## config.mk

```make
export PLATFORM = sky130hd
export DESIGN_NAME = sng_grad
export DESIGN_NICKNAME = d
export VERILOG_FILES = /design/src/rtl/sng_pkg.sv /design/src/rtl/sng_grad.sv
export SDC_FILE = /design/constraint.sdc
export NUM_CORES = 1
export LEC_CHECK = 0
export BUFFER_PORTS_ARGS = -buffer_cell sky130_fd_sc_hd__clkbuf_2
export CAP_MARGIN = 20
export CORE_ASPECT_RATIO = 1.25
export CORE_MARGIN = 5
export CORE_UTILIZATION = 32
export DETAILED_ROUTE_END_ITERATION = 10
export PLACE_DENSITY = 0.5
export SETUP_SLACK_MARGIN = 0.02
export SYNTH_ARGS = -nofsm -noshare
export SYNTH_HDL_FRONTEND = slang
export SYNTH_SLANG_ARGS = --single-unit
```

## constraint.sdc

```tcl
create_clock -name clk -period 9.19 [get_ports clk]
set_clock_uncertainty 0.1 [all_clocks]
set_input_delay 1.3785 -clock clk [delete_from_list [all_inputs] [get_ports clk]]
set_output_delay 1.3785 -clock clk [all_outputs]
set_load 0.01 [all_outputs]
```

## src/rtl/sng_pkg.sv

```systemverilog
// Shared types, constants and helpers for the Sobel gradient and edge thinning block.
package sng_pkg;

	localparam int MAX_WIDTH  = 1024;
	localparam int MAX_HEIGHT = 1024;
	localparam int MIN_SIZE   = 3;
	localparam int COL_W      = $clog2(MAX_WIDTH);
	localparam int CFG_W      = 11;
	localparam int ROW_W      = 11;
	localparam int IDX_W      = 2;
	localparam int PIX_W      = 8;
	localparam int MAG_W      = 21;
	localparam int THSQ_W     = 22;
	localparam int ABS_W      = 10;
	localparam int GRAD_W     = 11;
	localparam int SQ_W       = 20;
	localparam int PROD_W     = 36;
	localparam int FRAC_BITS  = 24;
	localparam int NUM_SLOTS  = 3;

	// tan(22.5) and tan(67.5) with a 24-bit fraction
	localparam logic [PROD_W-1:0] TAN_LOW  = PROD_W'(6949350);
	localparam logic [PROD_W-1:0] TAN_HIGH = PROD_W'(40503782);

	localparam logic [CFG_W-1:0]  WIDTH_RST  = CFG_W'(640);
	localparam logic [CFG_W-1:0]  HEIGHT_RST = CFG_W'(480);
	localparam logic [THSQ_W-1:0] THSQ_RST   = THSQ_W'(10000);

	// configuration register indexes
	localparam logic [IDX_W-1:0] REG_WIDTH  = 2'd0;
	localparam logic [IDX_W-1:0] REG_HEIGHT = 2'd1;
	localparam logic [IDX_W-1:0] REG_THRESH = 2'd2;

	// direction sectors
	localparam logic [1:0] SECT_0   = 2'd0;
	localparam logic [1:0] SECT_45  = 2'd1;
	localparam logic [1:0] SECT_90  = 2'd2;
	localparam logic [1:0] SECT_135 = 2'd3;

	typedef logic [PIX_W-1:0] pix_t;
	typedef logic [MAG_W-1:0] mag_t;
	typedef logic [1:0]       sector_t;
	typedef logic [1:0]       slot_t;

	typedef struct packed {
		pix_t top;
		pix_t mid;
		pix_t bot;
	} pix_col_t;

	// [row][col], row 0 on top, col 0 on the left
	typedef logic [2:0][2:0][PIX_W-1:0] pix_win_t;

	typedef struct packed {
		sector_t sector;
		mag_t    mag;
	} mag_word_t;

	typedef struct packed {
		mag_t    top;
		mag_t    mid;
		sector_t sect;
		mag_t    bot;
	} mag_col_t;

	// per-request tag carried down the pipeline
	typedef struct packed {
		logic             g;
		logic             t;
		logic             gtop;
		logic             gbot;
		logic             gfirst;
		logic             glast;
		logic             tborder;
		logic             tlast;
		logic [COL_W-1:0] gc;
		slot_t            mslot;
		slot_t            pslot;
	} tag_t;

	// step a three-row ring index
	function automatic slot_t slot_next(input slot_t s);
		slot_t r;
		r = (s == 2'd2) ? 2'd0 : s + 2'd1;
		return r;
	endfunction

endpackage

```

## src/rtl/sng_grad.sv

```systemverilog
// Sobel gradient arithmetic: 3x3 window to squared magnitude and direction sector.
module sng_grad (
	input  logic               clk,
	input  logic               adv,
	input  sng_pkg::pix_win_t  win,
	output sng_pkg::mag_t      mag,
	output sng_pkg::sector_t   sector
);

	import sng_pkg::*;

	logic [ABS_W-1:0]         sum_l, sum_r, sum_t, sum_b;
	logic signed [GRAD_W-1:0] gx_d, gy_d;
	logic signed [GRAD_W-1:0] gx_s3, gy_s3;
	logic [GRAD_W-1:0]        ngx, ngy;
	logic [ABS_W-1:0]         ax, ay;
	logic [SQ_W-1:0]          sqx_s4, sqy_s4;
	logic [PROD_W-1:0]        lo_s4, hi_s4;
	logic [ABS_W-1:0]         ay_s4;
	logic                     zero_s4, same_s4;
	logic [PROD_W-1:0]        lhs;

	// column and row sums of the kernel
	always_comb begin
		sum_l = {2'b0, win[0][0]} + {1'b0, win[1][0], 1'b0} + {2'b0, win[2][0]};
		sum_r = {2'b0, win[0][2]} + {1'b0, win[1][2], 1'b0} + {2'b0, win[2][2]};
		sum_t = {2'b0, win[0][0]} + {1'b0, win[0][1], 1'b0} + {2'b0, win[0][2]};
		sum_b = {2'b0, win[2][0]} + {1'b0, win[2][1], 1'b0} + {2'b0, win[2][2]};
		gx_d  = $signed({1'b0, sum_r}) - $signed({1'b0, sum_l});
		gy_d  = $signed({1'b0, sum_b}) - $signed({1'b0, sum_t});
	end

	always_ff @(posedge clk) begin
		if (adv) begin
			gx_s3 <= gx_d;
			gy_s3 <= gy_d;
		end
	end

	// absolute values
	always_comb begin
		ngx = -gx_s3;
		ngy = -gy_s3;
		ax  = gx_s3[GRAD_W-1] ? ngx[ABS_W-1:0] : gx_s3[ABS_W-1:0];
		ay  = gy_s3[GRAD_W-1] ? ngy[ABS_W-1:0] : gy_s3[ABS_W-1:0];
	end

	// squares and slope products
	always_ff @(posedge clk) begin
		if (adv) begin
			sqx_s4  <= ax * ax;
			sqy_s4  <= ay * ay;
			lo_s4   <= PROD_W'(ax) * TAN_LOW;
			hi_s4   <= PROD_W'(ax) * TAN_HIGH;
			ay_s4   <= ay;
			zero_s4 <= (gx_s3 == '0) || (gy_s3 == '0);
			same_s4 <= (gx_s3[GRAD_W-1] == gy_s3[GRAD_W-1]);
		end
	end

	assign mag = MAG_W'(sqx_s4) + MAG_W'(sqy_s4);
	assign lhs = PROD_W'({ay_s4, FRAC_BITS'(0)});

	// pick the sector from the slope and the signs
	always_comb begin
		priority if (zero_s4) begin
			sector = SECT_0;
		end else if (same_s4) begin
			if (lhs <= lo_s4) begin
				sector = SECT_0;
			end else if (lhs <= hi_s4) begin
				sector = SECT_45;
			end else begin
				sector = SECT_90;
			end
		end else begin
			if (lhs >= hi_s4) begin
				sector = SECT_90;
			end else if (lhs >= lo_s4) begin
				sector = SECT_135;
			end else begin
				sector = SECT_0;
			end
		end
	end

endmodule

```

* Word-level counts from Yosys, hierarchy flattened
Index checks and enable logic that the tools add are counted.
Word-level totals: word-level logic and storage cells 42, register bits after elaboration 141, output and inout bits 23, bits in writable memories 0, memory bits (read-only) 0, bits in latches 0, memories kept 0
Cells by class: shift operators 0, add/sub/neg operators 13, reductions and logical operators 3, bitwise operators 0, order comparisons 4, multiplexer cells 8, divide/modulo/power cells 0, eq/ne operators 1, multipliers 4
Operators by type and width (number):
- adder 10 x 8 -> 10 bit | 4
- adder 8 x 9 -> 10 bit | 4
- multiplier 10 x 10 -> 20 bit | 2
- >= comparator 34 x 36 -> 1 bit | 1
- <= comparator 34 x 36 -> 1 bit | 1
- multiplier 10 x 25 -> 35 bit (second input constant) | 1
- >= comparator 34 x 33 -> 1 bit | 1
- <= comparator 34 x 33 -> 1 bit | 1
- multiplier 10 x 22 -> 32 bit (second input constant) | 1
- logical NOT 11 bit | 2
- subtractor 10 x 10 -> 11 bit | 2
- adder 20 x 20 -> 21 bit | 1
- 2-to-1 mux 10 bit | 2
- negation 10 bit | 2
- 2-to-1 mux 2 bit | 6
- equality test 1 bit | 1
- logical OR 1 bit | 1

* Longest topological paths before layout
depth after elaboration 5, depth in mapped cells 26, gate-level depth less buffers 26

* Worst setup path after synthesis
Ideal clock, no wire load.
kind register -> register, start reg gx_s3[0], end reg hi_s4[32] (data pin), data arrival time 7.352 ns, cell stages (with the launch flop) 24, path slack 1.474 ns, period minus slack after synthesis 7.716 ns, path through edfxtp_1 inv_1 ha_1 nand2b_1 or4_1 or3_1 and2_1 xor2_1 inv_1 fa_1 inv_1 fa_1 fa_1 inv_1 fa_1 ha_1 ha_1 nand2_1 or3_4 a21oi_4 o211ai_2 a2111oi_4 nor4_1 nand3b_1
On the way: cells in the longest elaborated chain, start to end 3
RTL lines:
- from (decl) | RTL line sng_grad.sv:14 | logic signed [GRAD_W-1:0] gx_s3, gy_s3;
- from (signal assigned) | RTL line sng_grad.sv:35 | gx_s3 <= gx_d;
- negation 10 bit | RTL line sng_grad.sv:42 | ngx = -gx_s3;
- 2-to-1 mux 10 bit * | RTL line sng_grad.sv:44 | ax = gx_s3[GRAD_W-1] ? ngx[ABS_W-1:0] : gx_s3[ABS_W-1:0];
- multiplier 10 x 25 -> 35 bit * | RTL line sng_grad.sv:54 | hi_s4 <= PROD_W'(ax) * TAN_HIGH;
- to (signal assigned) | RTL line sng_grad.sv:54
- to (decl) | RTL line sng_grad.sv:18 | logic [PROD_W-1:0] lo_s4, hi_s4;
Mark *: on every way between the ends. The rest lies on a longest branch, timed or not. A chain may end at the register's enable or synchronous reset.

* Final worst setup path
start reg gx_s3[0], end reg lo_s4[26] (data pin)
On the way: cells in the longest elaborated chain, start to end 3
RTL lines:
- negation 10 bit | RTL line sng_grad.sv:42
- 2-to-1 mux 10 bit * | RTL line sng_grad.sv:44
- multiplier 10 x 22 -> 32 bit * | RTL line sng_grad.sv:53 | lo_s4 <= PROD_W'(ax) * TAN_LOW;
- to (signal assigned) | RTL line sng_grad.sv:53
- to (decl) | RTL line sng_grad.sv:18
Marked as above.

==> run metrics <==
RePlAce Congestion about 0.85; First-pass DRT Iterations 5; family with the most delay on the worst path adder cells; CP Launch Type register; pins over their slew limit 0; port bufs slightly below 90; CP max stage cell fa_1; fill count 5,520; post-CTS setup buffers 0; actual slew at the worst max-slew pin 940 ps; number of global-route vias before repair about 13,000; I/O pins slightly below 100; cells on worst reg2reg path 25; WP buf/inv 6; reg2reg setup slack 1430 ps; row count 95; sequential area share after synthesis 0.196; Area Overhead vs Synth 11.1%; count leader, synth inv_1; reg-to-reg critical path startpoint gx_s3[0]; Core ar. around 0.054 mm^2; Initial Util 0.323; Setup crit end kind register; number of synthesized flops with an enable pin 113; Hold Path End sqx_s4[2]; Die Wd around 220 um; Syn Inst Count around 1,700; GRT Util Overall 0.142; prevailing post-synth register cell edfxtp_1; Remaining DRCs 0; final core occ 0.359; post-synth top area share 0.241; # Max-Cap Violations 0; initial drt markers roughly 540; Max Freq approximately 130 MHz; hold slack around 580 ps; htree depth 4; antenna-violating nets left 0; final setup vio count 0; run status complete, no violations; CP max FO 15; CTS hold repair buffers 0; via count roughly 12,000; library cells used by synthesis slightly below 80; top post-synthesis cells by count inv_1, ha_1, fa_1; die extent in y between 200 and 300 um; synthesized cell area 0.0173 mm^2; Fin. Hold Viols 0; reg-to-reg endpoint lo_s4[26]; DP Wirelength between 30 and 40 mm; post-cts resize count 0; vias per inst between 4 and 5; largest net degree at the start of global routing 69; wire per inst ~16 um; Synthesis Warnings 0; DIE AREA slightly below 0.06 mm^2; critical path type reg -> reg; CP arrival about 8000 ps; largest stage delay on the critical path between 600 and 700 ps; TritonCTS clock tree done; syn_area_per_cell 10.1 um^2; asr flop ratio synth 0; Synth area leader fa_1; Remaining Overflow, GRT 0; Worst-Skew Late Latency about 450 ps; crit share post-route 0.844; Synth area leaders fa_1, ha_1, edfxtp_1; flip-flop and latch count after synthesis roughly 110; Worst slew margin 0.367; Worst Hold Launch gx_s3[1]; clk slew on worst S/H paths about 50 ps; CTS Buf Count 17; clock buffer depth 2; number of nets in the layout 2,413; CTS root buffer clkbuf_16; CTS Sinks between 100 and 150; first-pass GRT wire length between 60 and 70 mm; diode count 0; Crit path required time around 9400 ps; Hold/Removal Path Class reg -> reg; min cycle time layout slightly below 8000 ps; total length of routed wires around 40 mm; Hold Path Depth 1; synthesized net count 2,309; Setup Total Neg Slack 0 ps; RSZ-0062 raised after global routing false; share of cells above drive strength 1 0.0897; initial antenna violation count 1
-- through the flow --
step | instance area [um^2] | instances | worst slack [ps]
floorplan | 17300 | 1725 | 1470
global placement | 18700 | 2537 | 1590
detailed placement | 18700 | 2537 | 1540
CTS | 19300 | 2567 | 1460
global route | 19300 | 2567 | 1020
finish | 19300 | 2567 | 1430
-- worst register-to-register path: stages (launching register included) --
cell and delay, ps:
edfxtp_1 360, buf_4 230, inv_1 120, ha_1 160
nand2b_1 70, or4_1 430, or3_1 360, and2_1 180
xor2_1 140, buf_4 260, inv_1 230, fa_1 630
inv_1 70, fa_1 490, fa_1 560, inv_1 60
fa_1 480, ha_1 310, ha_1 470, nand2_1 110
or3_4 430, nor3_1 220, a21oi_1 140, a211oi_1 530
mux2_2 400, o211ai_1 80
-- flip-flops by register name, indices dropped and copies added (netlist names) --
name / cells
sqy_s4: 19
gx_s3: 11
zero_s4: 1
gy_s3: 11
sqx_s4: 19
ay_s4: 9
lo_s4: 8
same_s4: 1
hi_s4: 34
-- cell families (layout without fill, tap and decap cells) --
| kind of cell | after synthesis | count (layout) | synth area share |
|---|---|---|---|
| adder cells (fa/ha/maj) | 510 | 510 | 0.458 |
| buffers and inverters | 361 | 476 | 0.0784 |
| AND/OR/NAND/NOR | 334 | 334 | 0.0928 |
| AO/OA/AOI/OAI | 278 | 278 | 0.107 |
| XOR/XNOR | 123 | 123 | 0.0636 |
| flip-flops | 113 | 113 | 0.196 |
| multiplexers | 6 | 6 | 0.00404 |
-- placed cells by master, fill, tap and decap left out, types with 6 or more instances in the layout --
master / netlist / final
fa_1: 209 / 209
nand2b_1: 9 / 9
nor2_1: 101 / 101
buf_4: 0 / 12
nor2b_1: 12 / 12
nand3_1: 18 / 18
ha_1: 301 / 301
a31oi_1: 12 / 12
nand2_1: 98 / 98
o31ai_1: 6 / 6
or2_2: 7 / 7
o21bai_1: 11 / 11
nand3b_1: 6 / 6
edfxtp_1: 113 / 113
nor3_1: 20 / 20
inv_1: 344 / 344
xor2_1: 46 / 46
a21o_1: 44 / 44
and3_1: 7 / 7
nor4_1: 8 / 8
a21oi_1: 83 / 83
clkbuf_2: 0 / 87
a211oi_1: 14 / 14
o21a_1: 10 / 10
o21ai_0: 51 / 51
nand4_1: 18 / 18
xnor2_1: 75 / 74
clkbuf_16: 0 / 17
-- worst max path at each step --
stage / startpoint / endpoint / slack (ps) / cells past startpoint
after floorplan: gx_s3[0] / hi_s4[32] / 1470 / 23
final: gx_s3[0] / lo_s4[26] / 1430 / 25
after CTS: gx_s3[0] / lo_s4[26] / 1460 / 25
after global placement: gx_s3[0] / lo_s4[26] / 1590 / 25
after global routing: gx_s3[0] / lo_s4[26] / 1020 / 25
after detailed placement: gx_s3[0] / lo_s4[26] / 1540 / 25
-- metal layers --
metal  share of wire  vias to the layer above  track usage
li1                -                     5991            -
met1            0.42                     5911        0.168
met2            0.51                      183        0.254
met3           0.034                       73       0.0258
met4           0.035                        2       0.0562
met5         0.00032                        -            0
-- layout make-up --
cell class                 instances  area, um^2  area share
inverter                         347        1300      0.0676
clock inverter                    11        92.6     0.00481
tap                              727         910      0.0472
sequential                       113        3390       0.176
timing repair buffer              99         526      0.0273
clock buffer                      19         433      0.0225
multi-input combinational       1251       12600       0.654
Power is left out: the tool's default activity adds up to more than one toggle a clock period on the data nets, which glitch-free logic cannot reach.
